[src/hdl/ppc_pkg.sv]
// Package with the item types and fixed constants of the phase corrector.
package ppc_pkg;

  localparam int unsigned REG_IDX_W = 3;
  localparam int unsigned CFG_DATA_W = 16;

  localparam logic [REG_IDX_W-1:0] REG_SAMPLES = 3'd0;
  localparam logic [REG_IDX_W-1:0] REG_POWER_GAIN = 3'd1;
  localparam logic [REG_IDX_W-1:0] REG_PHASE_GAIN = 3'd2;
  localparam logic [REG_IDX_W-1:0] REG_APPLY = 3'd3;
  localparam logic [REG_IDX_W-1:0] REG_ANT_ENABLE = 3'd4;

  localparam logic [1:0] OP_SAMPLE = 2'd0;
  localparam logic [1:0] OP_PHASE = 2'd1;
  localparam logic [1:0] OP_COMMAND = 2'd2;

  localparam logic [1:0] CMD_PRIME = 2'd0;
  localparam logic [1:0] CMD_REARM = 2'd1;
  localparam logic [1:0] CMD_REF_NOW = 2'd2;
  localparam logic [1:0] CMD_STOP = 2'd3;

  localparam logic [15:0] REG_MASK = 16'hfff0;
  localparam int unsigned ENABLE_BITS = 12;

  // Antenna count and phase steps per turn; the steps are a power of two.
  localparam int unsigned ANTENNAS = 12;
  localparam int unsigned PHASE_STEPS = 4096;

  typedef struct packed {
    logic [1:0] op;
    logic [3:0] antenna;
    logic signed [15:0] sample;
    logic [15:0] phase_register;
    logic [1:0] command;
  } in_item_t;

  typedef struct packed {
    logic [3:0] antenna_out;
    logic write_enable;
    logic [15:0] write_value;
    logic signed [15:0] atmospheric_phase;
    logic average_done;
  } out_item_t;

endpackage

[src/hdl/power_to_phase_corrector_unit.sv]
// Top level of the per-antenna power-to-phase correction block.
// A phase check, a command, or a power sample that does not close an average
// passes through the EXEC and OUT states to the result register. A sample that
// closes an average passes instead through a bit-serial divider, which forms the
// average, then a bit-serial multiplier, which scales it by the power gain and
// then the power difference by the phase gain, with a state between the two
// passes for latching the reference. One item is in work at a time; the result
// register holds the finished item, and the next item can be accepted in the
// cycle after that register is taken. Per-antenna state lives in flip-flops.
module power_to_phase_corrector_unit (
  input  logic                                 clk,
  input  logic                                 rst,
  input  logic                                 in_valid,
  output logic                                 in_ready,
  input  ppc_pkg::in_item_t                    in_data,
  output logic                                 out_valid,
  input  logic                                 out_ready,
  output ppc_pkg::out_item_t                   out_data,
  input  logic                                 cfg_we,
  input  logic [ppc_pkg::REG_IDX_W-1:0]        cfg_index,
  input  logic [ppc_pkg::CFG_DATA_W-1:0]       cfg_data
);
  import ppc_pkg::*;

  localparam int unsigned PSW = $clog2(PHASE_STEPS);
  localparam int unsigned AIW = (ANTENNAS > 1) ? $clog2(ANTENNAS) : 1;

  typedef enum logic [2:0] {
    S_IDLE, S_EXEC, S_DIV, S_MUL1, S_REF, S_MUL2, S_OUT
  } state_t;

  state_t state;

  logic [5:0] samples_per_average;
  logic signed [15:0] power_gain;
  logic signed [15:0] phase_gain;
  logic apply_enable;
  logic [11:0] antenna_enable;

  logic signed [21:0] sample_sum [ANTENNAS];
  logic [5:0] sample_count [ANTENNAS];
  logic signed [23:0] power_level [ANTENNAS];
  logic signed [23:0] reference_level [ANTENNAS];
  logic signed [15:0] correction_phase [ANTENNAS];
  logic [11:0] delay_phase [ANTENNAS];
  logic [15:0] last_register [ANTENNAS];
  logic reference_armed;

  in_item_t item;
  logic [AIW-1:0] ai;
  logic valid_ant;
  logic enabled;

  logic div_start, div_done;
  logic signed [21:0] div_q;
  logic mul_start, mul_done;
  logic signed [23:0] mul_a;
  logic signed [15:0] mul_b;
  logic signed [39:0] mul_p;
  logic signed [23:0] new_power;
  logic signed [23:0] new_ref;

  logic signed [21:0] sum_next;
  logic [5:0] count_next;
  logic [5:0] spa_eff;
  logic [15:0] preg;
  logic [11:0] delay_use;
  logic [PSW-1:0] delay_scaled;
  logic [PSW-1:0] wrapped;
  logic [11:0] back_scaled;
  logic [15:0] nreg;
  logic [15:0] last_use;
  logic write_req;
  logic signed [31:0] ph_floor;
  logic signed [15:0] ph_sat;
  logic signed [23:0] diff;

  ppc_serial_div u_div (
    .clk(clk), .rst(rst), .start(div_start), .dividend(sum_next),
    .divisor(count_next), .done(div_done), .quotient(div_q)
  );

  ppc_serial_mult #(.AW(24), .BW(16)) u_mul (
    .clk(clk), .rst(rst), .start(mul_start), .a(mul_a), .b(mul_b),
    .done(mul_done), .product(mul_p)
  );

  assign in_ready = (state == S_IDLE) && !out_valid;

  always_comb begin
    ai = item.antenna[AIW-1:0];
    valid_ant = 32'(item.antenna) < ANTENNAS;
    enabled = valid_ant && ((32'(item.antenna) >= ENABLE_BITS) ||
              antenna_enable[item.antenna[3:0]]);
    sum_next = sample_sum[ai] + 22'(item.sample);
    count_next = sample_count[ai] + 6'd1;
    spa_eff = (samples_per_average == 6'd0) ? 6'd1 : samples_per_average;
    preg = item.phase_register & REG_MASK;
    delay_use = (preg != last_register[ai]) ? preg[15:4] : delay_phase[ai];
    last_use = (preg != last_register[ai]) ? preg : last_register[ai];
    delay_scaled = PSW'((32'(delay_use) * PHASE_STEPS) >> 12);
    // Mod by a power of two wraps negative sums upward automatically.
    wrapped = delay_scaled + PSW'(correction_phase[ai]);
    back_scaled = 12'((32'(wrapped) << 12) / PHASE_STEPS);
    nreg = {back_scaled, 4'd0};
    write_req = apply_enable && (nreg != last_use);
    // Arithmetic shifts give the floor of the division by 256.
    new_power = 24'(mul_p >>> 8);
    new_ref = (reference_armed || reference_level[ai] == 24'sd0) ?
              power_level[ai] : reference_level[ai];
    diff = power_level[ai] - new_ref;
    ph_floor = 32'(mul_p >>> 8);
    if (mul_p >>> 8 > 40'sd32767) ph_sat = 16'sd32767;
    else if (mul_p >>> 8 < -40'sd32768) ph_sat = -16'sd32768;
    else ph_sat = ph_floor[15:0];
    div_start = (state == S_EXEC) && valid_ant && enabled &&
                item.op == OP_SAMPLE && count_next >= spa_eff;
    mul_start = (state == S_DIV && div_done) || (state == S_REF);
    mul_a = (state == S_DIV) ? 24'(div_q) : diff;
    mul_b = (state == S_DIV) ? power_gain : phase_gain;
  end

  always_ff @(posedge clk) begin
    if (rst) begin
      state <= S_IDLE;
      out_valid <= 1'b0;
      samples_per_average <= 6'd6;
      power_gain <= 16'sd256;
      phase_gain <= 16'sd0;
      apply_enable <= 1'b0;
      antenna_enable <= 12'hfff;
      reference_armed <= 1'b1;
      for (int i = 0; i < ANTENNAS; i++) begin
        sample_sum[i] <= '0;
        sample_count[i] <= '0;
        power_level[i] <= '0;
        reference_level[i] <= '0;
        correction_phase[i] <= '0;
        delay_phase[i] <= '0;
        last_register[i] <= '0;
      end
    end else begin
      if (cfg_we) begin
        case (cfg_index)
          REG_SAMPLES: samples_per_average <= cfg_data[5:0];
          REG_POWER_GAIN: power_gain <= cfg_data;
          REG_PHASE_GAIN: phase_gain <= cfg_data;
          REG_APPLY: apply_enable <= cfg_data[0];
          REG_ANT_ENABLE: antenna_enable <= cfg_data[11:0];
          default: ;
        endcase
      end
      if (out_valid && out_ready) out_valid <= 1'b0;
      case (state)
        S_IDLE: begin
          if (in_valid && in_ready) begin
            item <= in_data;
            state <= S_EXEC;
          end
        end
        S_EXEC: begin
          out_data.antenna_out <= item.antenna;
          out_data.average_done <= 1'b0;
          state <= div_start ? S_DIV : S_OUT;
          if (item.op == OP_PHASE && enabled) begin
            out_data.write_value <= nreg;
            out_data.write_enable <= write_req;
          end else begin
            out_data.write_value <= '0;
            out_data.write_enable <= 1'b0;
          end
          if (item.op == OP_SAMPLE && enabled) begin
            if (!div_start) begin
              sample_sum[ai] <= sum_next;
              sample_count[ai] <= count_next;
            end
          end else if (item.op == OP_PHASE && enabled) begin
            delay_phase[ai] <= delay_use;
            if (preg != last_register[ai]) reference_armed <= 1'b0;
            last_register[ai] <= write_req ? nreg : last_use;
          end else if (item.op == OP_COMMAND) begin
            case (item.command)
              CMD_PRIME: if (valid_ant) last_register[ai] <= preg;
              CMD_REARM, CMD_REF_NOW: begin
                if (item.command == CMD_REARM) reference_armed <= 1'b1;
                for (int i = 0; i < ANTENNAS; i++) begin
                  correction_phase[i] <= '0;
                  reference_level[i] <= power_level[i];
                end
              end
              default: begin
                for (int i = 0; i < ANTENNAS; i++) correction_phase[i] <= '0;
              end
            endcase
          end
        end
        S_DIV: begin
          if (div_done) state <= S_MUL1;
        end
        S_MUL1: begin
          if (mul_done) begin
            power_level[ai] <= new_power;
            sample_sum[ai] <= '0;
            sample_count[ai] <= '0;
            state <= S_REF;
          end
        end
        S_REF: begin
          // The phase multiply starts here on the new power and reference.
          reference_level[ai] <= new_ref;
          state <= S_MUL2;
        end
        S_MUL2: begin
          if (mul_done) begin
            correction_phase[ai] <= ph_sat;
            out_data.average_done <= 1'b1;
            state <= S_OUT;
          end
        end
        S_OUT: begin
          out_valid <= 1'b1;
          state <= S_IDLE;
        end
        default: state <= S_IDLE;
      endcase
      if (state == S_OUT)
        out_data.atmospheric_phase <= valid_ant ? correction_phase[ai] : 16'sd0;
    end
  end

  // The multiplier for the phase term must not start before the power is stored.
  a_mul_order: assert property (@(posedge clk) disable iff (rst)
    (state == S_MUL1 && mul_done) |=> (state == S_REF))
    else $error("phase multiply out of order");
  a_no_accept_busy: assert property (@(posedge clk) disable iff (rst)
    (state != S_IDLE) |-> !in_ready)
    else $error("input accepted while busy");
  a_done_flag: assert property (@(posedge clk) disable iff (rst)
    (out_valid && out_data.average_done) |-> (out_data.write_enable == 1'b0))
    else $error("average result with write request");

endmodule

[src/hdl/ppc_serial_mult.sv]
// Bit-serial signed multiplier: one multiplier bit per cycle, shift-and-add.
module ppc_serial_mult #(
  parameter int unsigned AW = 24,
  parameter int unsigned BW = 16
) (
  input  logic                     clk,
  input  logic                     rst,
  input  logic                     start,
  input  logic signed [AW-1:0]     a,
  input  logic signed [BW-1:0]     b,
  output logic                     done,
  output logic signed [AW+BW-1:0]  product
);
  localparam int unsigned PW = AW + BW;
  localparam int unsigned CW = $clog2(BW + 1);

  logic signed [PW-1:0] acc;
  logic signed [PW-1:0] mcand;
  logic [BW-1:0] mplier;
  logic [CW-1:0] count;
  logic busy;

  always_ff @(posedge clk) begin
    if (rst) begin
      busy <= 1'b0;
      done <= 1'b0;
      count <= '0;
    end else begin
      done <= 1'b0;
      if (start) begin
        busy <= 1'b1;
        count <= '0;
        acc <= '0;
        mcand <= PW'(a);
        mplier <= b;
      end else if (busy) begin
        // The top multiplier bit carries negative weight.
        if (mplier[0]) begin
          if (count == CW'(BW - 1)) acc <= acc - mcand;
          else acc <= acc + mcand;
        end
        mcand <= mcand <<< 1;
        mplier <= mplier >> 1;
        count <= count + 1'b1;
        if (count == CW'(BW - 1)) begin
          busy <= 1'b0;
          done <= 1'b1;
        end
      end
    end
  end

  assign product = acc;

endmodule

[src/hdl/ppc_serial_div.sv]
// Restoring divider for the sample average: one quotient bit per cycle.
module ppc_serial_div (
  input  logic               clk,
  input  logic               rst,
  input  logic               start,
  input  logic signed [21:0] dividend,
  input  logic [5:0]         divisor,
  output logic               done,
  output logic signed [21:0] quotient
);
  logic [21:0] quo;
  logic [6:0] rem;
  logic neg;
  logic [5:0] dvs;
  logic [4:0] count;
  logic busy;
  logic [6:0] trial;

  always_comb trial = {rem[5:0], quo[21]};

  always_ff @(posedge clk) begin
    if (rst) begin
      busy <= 1'b0;
      done <= 1'b0;
      count <= '0;
    end else begin
      done <= 1'b0;
      if (start) begin
        busy <= 1'b1;
        count <= '0;
        rem <= '0;
        neg <= dividend[21];
        quo <= dividend[21] ? 22'(-dividend) : dividend;
        dvs <= divisor;
      end else if (busy) begin
        if (trial >= {1'b0, dvs}) begin
          rem <= trial - {1'b0, dvs};
          quo <= {quo[20:0], 1'b1};
        end else begin
          rem <= trial;
          quo <= {quo[20:0], 1'b0};
        end
        count <= count + 1'b1;
        if (count == 5'd21) begin
          busy <= 1'b0;
          done <= 1'b1;
        end
      end
    end
  end

  // Truncation toward zero: negate the magnitude quotient.
  assign quotient = neg ? -$signed(quo) : $signed(quo);

endmodule

[config.mk]
export PLATFORM = sky130hd
export DESIGN_NAME = power_to_phase_corrector_unit
export DESIGN_NICKNAME = d
export VERILOG_FILES = /design/src/hdl/ppc_pkg.sv /design/src/hdl/power_to_phase_corrector_unit.sv /design/src/hdl/ppc_serial_mult.sv /design/src/hdl/ppc_serial_div.sv
export SDC_FILE = /design/constraint.sdc
export NUM_CORES = 2
export LEC_CHECK = 0
export ABC_AREA = 1
export BUFFER_PORTS_ARGS = -buffer_cell sky130_fd_sc_hd__buf_2
export CAP_MARGIN = 25
export CORE_UTILIZATION = 55
export CTS_CLUSTER_SIZE = 40
export DETAILED_ROUTE_END_ITERATION = 8
export PLACE_DENSITY = 0.73
export SYNTH_ARGS = -nofsm -noshare
export SYNTH_HDL_FRONTEND = slang
export SYNTH_SLANG_ARGS = --single-unit
export TNS_END_PERCENT = 50
[constraint.sdc]
create_clock -name clk -period 7 [get_ports clk]
set_input_delay 0.7 -clock clk [delete_from_list [all_inputs] [get_ports clk]]
set_output_delay 0.7 -clock clk [all_outputs]
set_load 0.03 [all_outputs]
; ---- Yosys cells after proc, flatten, opt, wreduce, memory -nomap -nowiden
; Memory sizes are Yosys's and may differ from the RTL's. A register that Yosys moved wholly into a read port is not among the register bits.
; Cells that the tools add are included.
[op_classes]
addsub = 11
n_lt_le_gt_ge = 7
n_eq_ne = 23
mux = 159
n_bitwise = 43
reduce_logical = 58
[op_table]
columns = operator, count
row1 = 16-bit 2-to-1 mux, 34
row2 = 24-bit 2-to-1 mux, 16
row3 = 40-bit 2-to-1 mux, 5
row4 = 22-bit 2-to-1 mux, 6
row5 = 1-bit 2-to-1 mux, 69
row6 = 4-bit 2-to-1 mux, 14
row7 = 24-bit OR reduction, 2
row8 = 22-bit negator, 2
row9 = 40-bit adder, 1
row10 = 40-bit subtractor, 1
row11 = 1-bit OR, 39
row12 = "32-bit by 16-bit greater-than comparator with 1-bit output, second input constant", 1
row13 = "32-bit by 16-bit < comparator with 1-bit output, second input constant", 1
row14 = 16-bit inequality test, 2
row15 = 16-bit OR reduction, 2
row16 = 6-bit 2-to-1 mux, 5
row17 = 24-bit zero test, 1
row18 = 12-bit 2-to-1 mux, 2
row19 = 24-bit subtractor, 1
row20 = 22-bit by 16-bit adder with 22-bit output, 1
row21 = 22-bit OR reduction, 1
row22 = 2-bit AND reduction, 10
row23 = 3-bit one-hot mux with 6 select lines, 1
row24 = 2-bit nonzero test, 8
row25 = 35 further kinds, 76
[word_totals]
reg_bits = 279
mem_bits_rw = 1440
in_bits = 64
out_inout_bits = 40
wordCells = 340
mem_count = 7
[memory_table]
columns = memory, depth, width, read_ports, rd_clocked_by_memory_dff, wr, line
row1 = power_level, 12, 24, 13, 1, 12, power_to_phase_corrector_unit.sv:42  ; logic signed [23:0] power_level [ANTENNAS];
row2 = reference_level, 12, 24, 1, 1, 12, power_to_phase_corrector_unit.sv:43  ; logic signed [23:0] reference_level [ANTENNAS];
row3 = sample_sum, 12, 22, 1, 1, 12, power_to_phase_corrector_unit.sv:40  ; logic signed [21:0] sample_sum [ANTENNAS];
row4 = correction_phase, 12, 16, 1, 1, 12, power_to_phase_corrector_unit.sv:44  ; logic signed [15:0] correction_phase [ANTENNAS];
row5 = last_register, 12, 16, 1, 1, 12, power_to_phase_corrector_unit.sv:46  ; logic [15:0] last_register [ANTENNAS];
row6 = delay_phase, 12, 12, 1, 1, 12, power_to_phase_corrector_unit.sv:45  ; logic [11:0] delay_phase [ANTENNAS];
row7 = 1 more memories, n/a, n/a, n/a, n/a, n/a, n/a

; ---- Longest topological paths before layout
[depth]
word_depth = 15
ltp_mapped = 45
ltp_nobuf = 39

; ---- Cells and area by module
; From an unflattened synthesis, not the netlist that was laid out.
[hier_totals]
cells_unflattened = 10598
hier_area_um2 = 105037.0
[by_module_without_submodules]
columns = module, n_inst, cells_each, area_per_inst_um2, seq_area_each_um2
row1 = power_to_phase_corrector_unit, 1, 8944, 93562.2, 60958.5
row2 = ppc_serial_mult, 1, 1177, 8131.5, 3022.9
row3 = ppc_serial_div, 1, 477, 3343.2, 1191.1

; ---- Worst setup path before layout
; Ideal clock, no wire load.
[synth_timing]
kind = register to register
start = register with a tool-made name
end = register u_div.quo[0] (enable)
setup_time_ns = 0.452
arrival_ns = 5.697
required_time_ns = 6.548
path_slack_ns = 0.851
path_stages_with_launch = 27
path_buffers = 10
synth_period_minus_slack_ns = 6.149
path_cell_list = dfxtp_1 buf_6 buf_6 buf_4 buf_6 buf_4 buf_4 buf_2 buf_4 buf_4 nor2_1 o221ai_1 nand3_1 nand2_1 ha_1 ha_1 inv_1 a21oi_1 o21a_1 o21a_1 o21ai_0 nand2_1 a21oi_1 nor2_1 inv_1 clkbuf_1 o21ai_0
[synth_lines]
columns = item, line
row1 = "end signal, assigned", ppc_serial_div.sv:33  ; quo <= dividend[21] ? 22'(-dividend) : dividend;
row2 = "end signal, assigned", ppc_serial_div.sv:38  ; quo <= {quo[20:0], 1'b1};
row3 = "end signal, assigned", ppc_serial_div.sv:41  ; quo <= {quo[20:0], 1'b0};
row4 = "end, declared", ppc_serial_div.sv:11  ; logic [21:0] quo;

==> results.txt <==
* Run status: finished with violations
- Violated checks: design-rule violations
- Worst clock skew: 0.0739 ns
- Starting density of the core: 55.4%
- Post-layout utilization of the core: approximately 62%
- Most used cells in the layout excluding fill and tap cells: sky130_fd_sc_hd__edfxtp_1 (2121), sky130_fd_sc_hd__nor2_1 (2095), sky130_fd_sc_hd__o21ai_0 (1253)
- The worst hold path begins at in_data[33].
- Of all nets on the critical path, the largest fanout is 48.
* Post-route antenna net violation count: 0
- Dividing total power by cell area gives a power density of between 300 and 400 mW/mm^2.
- The HPWL after detailed placement is around 200000 microns.
- Net switching is between 30% and 40% of the power.
- CTS Buffer Depth: 3
- The most used flip-flop cell after synthesis is sky130_fd_sc_hd__edfxtp_1.
- Slew at the pin closest to its max-slew limit: 1.19 ns
* Post-Syn Area: 0.103 sq mm
- Maximum frequency from static timing analysis: around 0.15 GHz
- During placement, the flow inserted port buffers numbering 95.
- Final Cycle Share: between 90% and 100%
- The worst setup path is captured at a register.
- The clock network is responsible for approximately 27% of the overall power.
* Synth area leaders: sky130_fd_sc_hd__edfxtp_1 (62%), sky130_fd_sc_hd__nor2_1 (7.7%), sky130_fd_sc_hd__o21ai_0 (6.1%), sky130_fd_sc_hd__nand2_1 (3.5%), sky130_fd_sc_hd__nand3_1 (2.8%)
- The die is about 430 microns wide.
- Startpoint class of the critical path: register
* Classification of the worst-slack hold path: in2reg
* Post-synth EDFFs: around 2.1k
- Full die area: approximately 0.19 sq mm
- After clock tree synthesis, the clock-pin slew on the worst setup and hold paths is 0.06 ns.
- The tree is rooted in a sky130_fd_sc_hd__clkbuf_16.
- First-pass GRT wire length: about 470000 microns
- In the detailed route, the total length drawn on met2 is 147000 microns.
- The number of hold violations in the final report is 0.
- Fin. max-slew vios: 0
- Sum of met3 wire segment lengths after detailed routing: between 40000 and 50000 microns
* Chip height: between 400 and 500 microns
- Max-slew headroom at the worst pin: 20.3%
* Cell Int Power: between 20 and 30 mW
- Count of warnings emitted by yosys: 0
* Number of levels the H-tree was split into: 4
- For the worst-skew pair, the clock arrives at the later sink with an insertion delay of about 0.91 ns.
- After detailed routing, the average wire length per cell comes to 25.2 microns.
* Fraction of post-synthesis cell area in the top cell type by area: approximately 62%
- Synthesis produced a netlist whose cell count is approximately 10k.
- CTS saw roughly 2.2k sinks.
- The biggest area contributor in the post-synthesis netlist is sky130_fd_sc_hd__edfxtp_1.
- Peak ir drop on the vdd network: 0.365 mV
* Largest stage delay, worst path: between 0.4 and 0.5 ns
- Most common cell after layout, fill and taps aside: sky130_fd_sc_hd__edfxtp_1
* Average size of a mapped cell: approximately 10 sq um
- For the finished layout, the period the worst path requires is 6.67 ns.
- Fraction of registers with async set or reset after synthesis: 0%
- Crit path arrival time: about 7.2 ns
- Sequential fraction of design power: ~38%
- Max-cap violations in this run came to 0.
* Fill cell total of the finished layout: 14.7k
- At the end of the flow, the number of nets in the layout was between 10k and 15k.
- Sequential fraction of the synthesis area: between 60% and 70%
- The post-route netlist has under 10% of its cells at a drive strength greater than 1.
- In this run, synthesis produced a sequential element count of between 2k and 2.5k.
- The setup path with the least slack is of type reg2reg.
- The share of total power dissipated in combinational logic is 34.9%.
* Via count of the first global-routing pass: between 70k and 80k
- Reported net switching power: around 17 mW
* Top metal layer carrying routed signals: met5
- The slowest stage of the critical path belongs to the cell sky130_fd_sc_hd__dfxtp_4.
* Final-report setup violation count: 0
* Worst Path Required: roughly 7.6 ns
* Slack of the worst reg-to-reg path: between 0.3 and 0.4 ns
* Aggregate global routing overflow: 0
* GRT Overall Usage: between 30 and 40%
* Final weighted congestion of routability-driven global placement: 1.01
* CTS buffer count: roughly 220
* Final routed wirelength across all metal layers: roughly 320000 microns
- In the routed design, unresolved DRC markers number 2.
- Via density per instance: 6.26
- For this block, the via count after detailed routing is 80.3k.
- Core Area: around 0.19 sq mm
- Clock tree from TritonCTS: built
- I/O pin count: roughly 100
* Total Power Consumption: 42.9 mW
* Drt initial violations: about 13k
- Compared with the post-synthesis result, the final layout area differs by 11.5%.
- Core Rows: 158
- Leakage power total: between 40 and 50 nW
* Number of antenna violations at the first check in global routing: 7
- Yosys mapped the design onto 57 distinct sky130hd cell types.
- Largest net degree at the start of global routing: 210
- TritonRoute pass-1 iters: 9
* DRT met1 WL: roughly 110000 microns
- Most frequent cell on the critical path: sky130_fd_sc_hd__nand2_1
==> kinds of logic (layout without fill, tap and decap cells) <==
kind of cell / after synthesis / in the layout / share of synthesized area (%)
AOI/OAI and AO/OA: 2450 / 2450 / 13.9
xor gates and xnor gates: 107 / 107 / 0.910
adders and majority gates: 122 / 122 / 1.52
buffers and inverters: 1424 / 1503 / 5.65
DFF: 2195 / 2195 / 63.3
muxes: 1 / 1 / 0.00972
other: 1 / 190 / 0.00364
and+or+nand+nor: 3770 / 3770 / 14.8
==> worst max-delay path, delay by kind of cell (launching register included) <==
family                   cells  cell delay [ns]
flip-flops                   1             0.48
buffers and inverters        9             1.36
AO/OA/AOI/OAI               10             1.93
AND/OR/NAND/NOR             17             2.09
adder cells (fa/ha/maj)      1             0.38
==> per-stage QoR <==
| step | setup WS (ns) | hold slack (ns) | instance area, sq um | instances | setup TNS (ns) |
|---|---|---|---|---|---|
| 3_3_place_gp | 0.265 | 0.442 | 107000 | 12300 | 0 |
| 3_5_place_dp | 0.192 | 0.466 | 107000 | 12400 | 0 |
| 2_1_floorplan | 0.851 | 0.424 | 104000 | 10200 | 0 |
| 4_1_cts | 0.143 | 0.0167 | 114000 | 12800 | 0 |
| 5_1_grt | -0.0270 | 0.0449 | 115000 | 12800 | -0.200 |
| 6_report | 0.334 | 0.0610 | 115000 | 12800 | 0 |
==> cells in the mapped netlist, types with 81 or more instances <==
cell and count:
sky130_fd_sc_hd__edfxtp_1 2121, sky130_fd_sc_hd__nor2_1 2112, sky130_fd_sc_hd__o21ai_0 1261, sky130_fd_sc_hd__nand2_1 954, sky130_fd_sc_hd__inv_1 635, sky130_fd_sc_hd__nand3_1 586, sky130_fd_sc_hd__clkbuf_1 542, sky130_fd_sc_hd__a21oi_1 397
sky130_fd_sc_hd__o221ai_1 257, sky130_fd_sc_hd__o22ai_1 203, sky130_fd_sc_hd__buf_2 139, sky130_fd_sc_hd__o211ai_1 122, sky130_fd_sc_hd__ha_1 117, sky130_fd_sc_hd__a21oi_2 81
==> repair_timing <==
item                       in CTS  in global routing
setup endpoints to repair       0                195
hold buffers                   36                  0
setup buffers                   0                  7
hold endpoints to repair       36                  0
resized for setup               0                 25
==> state kept, by name, summed over array words and instances (netlist names), 4 cells and up, named ones only <==
name,cells
ai,4
antenna_enable,12
correction_phase,256
delay_phase,192
item,32
last_register,256
out_data,34
phase_gain,16
power_gain,16
power_level,384
reference_level,384
sample_count,96
sample_sum,352
samples_per_average,6
u_div.count,5
u_div.dvs,6
u_div.quo,22
u_div.rem,6
u_mul.count,5
u_mul.mcand,40
u_mul.mplier,16
u_mul.product,40
==> cell type report <==
class | instances | area (sq um) | share of cell area, %
well taps | 2480 | 3100 | 2.70
diodes | 10 | 25.0 | 0.0218
repair buffers | 457 | 4010 | 3.49
inverters | 641 | 2450 | 2.13
clock inverters | 132 | 1400 | 1.22
multi-input cells | 6630 | 33000 | 28.7
clock buffers | 273 | 5730 | 4.99
flip-flops and latches | 2195 | 65200 | 56.8
==> final timing paths <==
| check | end | cells after the start |
|---|---|---|
| worst min register to register | u_mul.count[4] | 2 |
| worst min-delay path | item[33] | 1 |
| worst max register to register | u_mul.mcand[38] | 37 |
| worst max-delay path | u_mul.mcand[38] | 37 |
==> power by group through the flow <==
stage | clock network [mW] | registers (mW) | logic, mW
after global placement | 0 | 16.4 | 13.9
final | 11.7 | 16.2 | 15.0
after detailed placement | 0 | 16.4 | 14.2
after global routing | 12.2 | 16.2 | 15.9
after CTS | 11.7 | 16.2 | 14.3
after floorplan | 0 | 16.3 | 9.18
==> routing by layer <==
| layer | GRT usage, % | up-vias |
|---|---|---|
| li1 | - | 35500 |
| met5 | 0 | - |
| met2 | 51.3 | 5606 |
| met3 | 7.37 | 1010 |
| met4 | 18.5 | 2 |
| met1 | 43.6 | 38200 |
No activity file was read; power rests on OpenSTA's default activity.
